## src/sv/set_assoc_cache_nru_unit_defines.svh

```systemverilog
// ----------------------------------------------------------------------------
// Set-associative cache NRU unit: assertion macros
// Shared property templates for the concurrent checks of the unit.
// ----------------------------------------------------------------------------
`ifndef SET_ASSOC_CACHE_NRU_UNIT_DEFINES_SVH
`define SET_ASSOC_CACHE_NRU_UNIT_DEFINES_SVH

// Same-cycle implication, disabled while reset is asserted.
`define SAC_NRU_ASSERT_IMP(lbl, ck, rst_n, ante, cons, msg) \
	lbl: assert property (@(posedge ck) disable iff (!rst_n) (ante) |-> (cons)) \
		else $error(msg);

// Next-cycle implication, disabled while reset is asserted.
`define SAC_NRU_ASSERT_NXT(lbl, ck, rst_n, ante, cons, msg) \
	lbl: assert property (@(posedge ck) disable iff (!rst_n) (ante) |=> (cons)) \
		else $error(msg);

`endif

```

## src/sv/sac_nru_ram.sv

```systemverilog
// ----------------------------------------------------------------------------
// Set-associative cache NRU unit: generic RAM
// Simple dual-port RAM, one write and one read port, registered read data.
// ----------------------------------------------------------------------------
`timescale 1ns / 1ps

module sac_nru_ram #(
	parameter int WIDTH = 8,
	parameter int DEPTH = 16
) (
	input  logic                     clk,
	input  logic                     we,
	input  logic [$clog2(DEPTH)-1:0] waddr,
	input  logic [WIDTH-1:0]         wdata,
	input  logic [$clog2(DEPTH)-1:0] raddr,
	output logic [WIDTH-1:0]         rdata
);

	logic [WIDTH-1:0] mem_q [DEPTH];

	// read returns old data on a same-address collision
	always_ff @(posedge clk) begin
		if (we) begin
			mem_q[waddr] <= wdata;
		end
		rdata <= mem_q[raddr];
	end

endmodule

```

## config.mk

```make
export PLATFORM = sky130hd
export DESIGN_NAME = sac_nru_ram
export DESIGN_NICKNAME = d
export VERILOG_FILES = /design/src/sv/set_assoc_cache_nru_unit_defines.svh /design/src/sv/sac_nru_ram.sv
export SDC_FILE = /design/constraint.sdc
export NUM_CORES = 1
export LEC_CHECK = 0
export ABC_AREA = 1
export BUFFER_PORTS_ARGS = -buffer_cell sky130_fd_sc_hd__buf_2
export CAP_MARGIN = 30
export CORE_MARGIN = 2
export CORE_UTILIZATION = 25
export DETAILED_ROUTE_END_ITERATION = 16
export SETUP_SLACK_MARGIN = 0.5
export SYNTH_ARGS = -nofsm -noshare
export SYNTH_HDL_FRONTEND = slang
export SYNTH_SLANG_ARGS = --single-unit
```

## constraint.sdc

```tcl
create_clock -name clk -period 1.5 [get_ports clk]
set_clock_uncertainty 0.15 [all_clocks]
set_input_delay 0.225 -clock clk [delete_from_list [all_inputs] [get_ports clk]]
set_output_delay 0.225 -clock clk [all_outputs]
set_load 0.005 [all_outputs]
```

Yosys cells after proc, flatten, opt, wreduce, memory -nomap -nowiden

Memory sizes are Yosys's and may differ from the RTL's. A register that Yosys moved wholly into a read port is not among the register bits.
Cells that the tools add are included.

Mux-type cells: 2

Operators by type and width:

| kind    | count |
|---|---|
| $mux W1 | 2 |

Bits of input ports: 18
Flip-flop bits (word level): 0
Memory bits (writable): 128
Memories kept: 1
Output and inout bits: 8

Memory list:

| name  | depth | width | rd ports | clocked after memory_dff | write ports | line              | RTL |
|---|---|---|---|---|---|---|---|
| mem_q | 16    | 8     | 1        | 1                        | 1           | sac_nru_ram.sv:19 | `logic [WIDTH-1:0] mem_q [DEPTH];` |

Depth between registers and ports, before layout

Depth after elaboration: 2
Mapped depth: 8

Worst setup path before layout

OpenSTA, ideal clock, no wires.

Path kind: input port to flip-flop
Start point: in waddr[2]
End point: mem mem_q[10][0] (enable)
Slack: 174 ps
Required time: 980 ps
Data arrival time: 806 ps
Setup time: 370 ps
Buffers on the path: 0
Stages: 2
Cell sequence: nand3b_1 > nor2_1

RTL lines:

| item        | line              | RTL |
|---|---|---|
| from (decl) | sac_nru_ram.sv:13 | `input logic [$clog2(DEPTH)-1:0] waddr,` |
| to (decl)   | sac_nru_ram.sv:19 |  |

Straight into the memory's write port.

Final worst setup path

Start point: reg rdata[5] (read register of mem_q)
End point: out rdata[5]

RTL lines:

| item        | line              | RTL |
|---|---|---|
| from (decl) | sac_nru_ram.sv:16 | `output logic [WIDTH-1:0] rdata` |

No word-level cell between the ends.

==> results.toml <==
[logic_synthesis]
ys_ff_latch = 136
synth.top_cell.area_share_pct = 66.65
async_flop_share_pct = 0
yosys-top-cells-count = "173 x nand2_1, 128 x edfxtp_1, 100 x inv_1, 97 x nand3_1, 17 x nor2_1"
synth_ff_type = "edfxtp_1"
synth_edf_count = 128
yosysWarnings = 0
seq_area_frac_synth_pct = 69.43
syn_area_um2 = 5767
synth_cells = 551
ys_types = 12
avgSynthCellArea_um2 = 10.47
yosysMostFrequentCell = "nand2_1"
synth_nets = 569
ys_top_cells_by_area = "edfxtp_1 67%, nand2_1 11%, nand3_1 8.4%"
synth_top_area_cell = "edfxtp_1"

[drt]
via_count = 3789
wl_met3_um = 835
routed_wl_um = 14370
wl_met1_um = 6762
drcViolationCount = 0
antenna_left = 0
dr.pass1.iters = 4
highest-signal-layer = "met4"
wl_met2_um = 6454
vias_per_cell = 4.257
drt_iter0_drc = 337
wl_per_cell_um = 16.14

[global_route]
antenna_found_initial = 0
grt_usage_pct = 12.35
grt_pass1_wl_um = 21850
grt.overflow.total = 0
grt_pass1_vias = 3628
grt_max_degree = 33

[place]
place_hpwl_um = 9166
place_ws_ps = 21.36
gp_congestion = 0.8354
io_buffers = 25
place_area_um2 = 6477

[setup_path]
cp-end-kind = "primary output"
path_buf_inv = 1
path_delay_family = "flip-flops"
critPathMaxFanout = 1
worst-setup-path-type = "flop to primary output"
cpPeakStageDelay_ps = 330
crit_slowest_cell = "dfxtp_2"
critPathLaunchType = "flop"
crit_required_ps = 1120
cp.arrival_ps = 870
path_cells = "buf_6"

[finish]
nets = 611
antennaDiodeCount = 0
drive_gt1_share_pct = 31.24
fin_area_um2 = 7400
syn2layout_area_growth_pct = 28.31
final_core_util_pct = 32.68

[sta]
setup_slack_ps = 253.6
fin_tns_setup_ps = 0
worstMarginPinSlew_ps = 418.7
period_share_pct = 83.10
period_needed_ps = 1246
drv_slew = 0
slew_headroom_pct = 72.09
max_freq_ghz = 0.8023
rsz0062_at_grt = "true"
setup_violations = 0
hold_viol_final = 0

[clocking]
clkTransAtPathRegs_ps = 60
clk_latency_ps = 430
cts_tree = "done"
clockBufferDepth = 2
clock-root-buffer = "clkbuf_16"
cts_buffers = 17
h-tree-depth = 4
cts_sinks = 136

[die]
die_h_um = 155.9
rows = 55
fp.dieW_um = 155.9
pin_count = 26
coreArea_um2 = 22640
die-area_um2 = 24300
start_util_pct = 25.47

[hold_path]
hold_class = "primary input to flop"

[job]
maxCapViolations = 0

[pwr]
p_leak_nw = 3.062
pwr_density_cell_nw_per_um2 = 1199
vdd_drop_max_uv = 863.6

[status]
status = "complete, no violations"
cell type report:
type | count | area, µm²
Clock buffer | 21 | 440.4
Timing Repair Buffer | 47 | 404.1
Sequential cell | 136 | 4011
Fill cell | 2225 | 15240
Multi-Input combinational cell | 289 | 1687
Inverter | 102 | 395.4
Clock inverter | 10 | 105.1
Tap cell | 285 | 356.6
report_power, final:
group,internal [mW],switching (mW)
Combinational,0.236,0.463
Sequential,4.25,0.0299
Clock,2.41,1.48
metal layers:
metal,GRT usage (%),up-vias
met3,3.278,19
met2,17.38,131
met1,17.52,1783
met5,0,-
li1,-,1856
met4,6.073,0
stage by stage:
stage | instances | hold slack (ps) | power (mW)
detailed placement | 858 | 448.1 | 4.960
CTS | 890 | 9.159 | 8.909
floorplan | 551 | 173.9 | 4.712
finish | 890 | 31.08 | 8.871
global route | 890 | 33.59 | 9.179
global placement | 858 | 449.1 | 4.961
state kept, by name, indices dropped and copies added, names as in the netlist:
name	cells
rdata	8
mem_q	128
worst register-to-register path, stage by stage, from the launching register on:
cell,delay [ps]
edfxtp_1,380
nand2_1,100
nand2_2,60
nand2_2,60
nand3_2,80
nand3_2,110
nand2_2,70
kinds of logic (layout without fill, tap and decap cells):
group | count (synthesis) | in the layout | synth area share (%)
buffers and inverters | 126 | 180 | 9.525
flip-flops | 136 | 136 | 69.43
AND/OR/NAND/NOR | 289 | 289 | 21.05
repair_timing:
item	in CTS	in global routing
pin swaps	43	23
resized for setup	55	33
setup endpoints to repair	32	34
endpoints found under the hold margin	1	0
cloned	0	0
buffers inserted	0	0
hold buffers	1	0
layout by cell type, fill, tap and decap left out, types with 6 or more instances in the layout:
| cell type | synthesis | layout |
|---|---|---|
| edfxtp_1 | 128 | 128 |
| nand3_1 | 97 | 45 |
| inv_1 | 100 | 95 |
| buf_6 | 6 | 9 |
| nand3_2 | 0 | 51 |
| clkbuf_16 | 0 | 17 |
| buf_2 | 13 | 19 |
| nand2_1 | 173 | 138 |
| nor2_2 | 0 | 6 |
| buf_4 | 4 | 13 |
| nand2_2 | 0 | 31 |
| nor2_4 | 0 | 11 |
| dfxtp_2 | 0 | 6 |
worst paths after layout:
kind | slack, ps | from | cells past startpoint | end
worst max-delay path | 250 | rdata[5]$_DFF_P_ | 1 | rdata[5]
worst min-delay path | 30 | raddr[3] | 3 | rdata[5]$_DFF_P_
worst max register to register | 380 | mem_q[14][4]$_DFFE_PP_ | 6 | rdata[4]$_DFF_P_
worst min register to register | 530 | mem_q[10][3]$_DFFE_PP_ | 6 | rdata[3]$_DFF_P_
No activity file was read; power rests on OpenSTA's default activity.
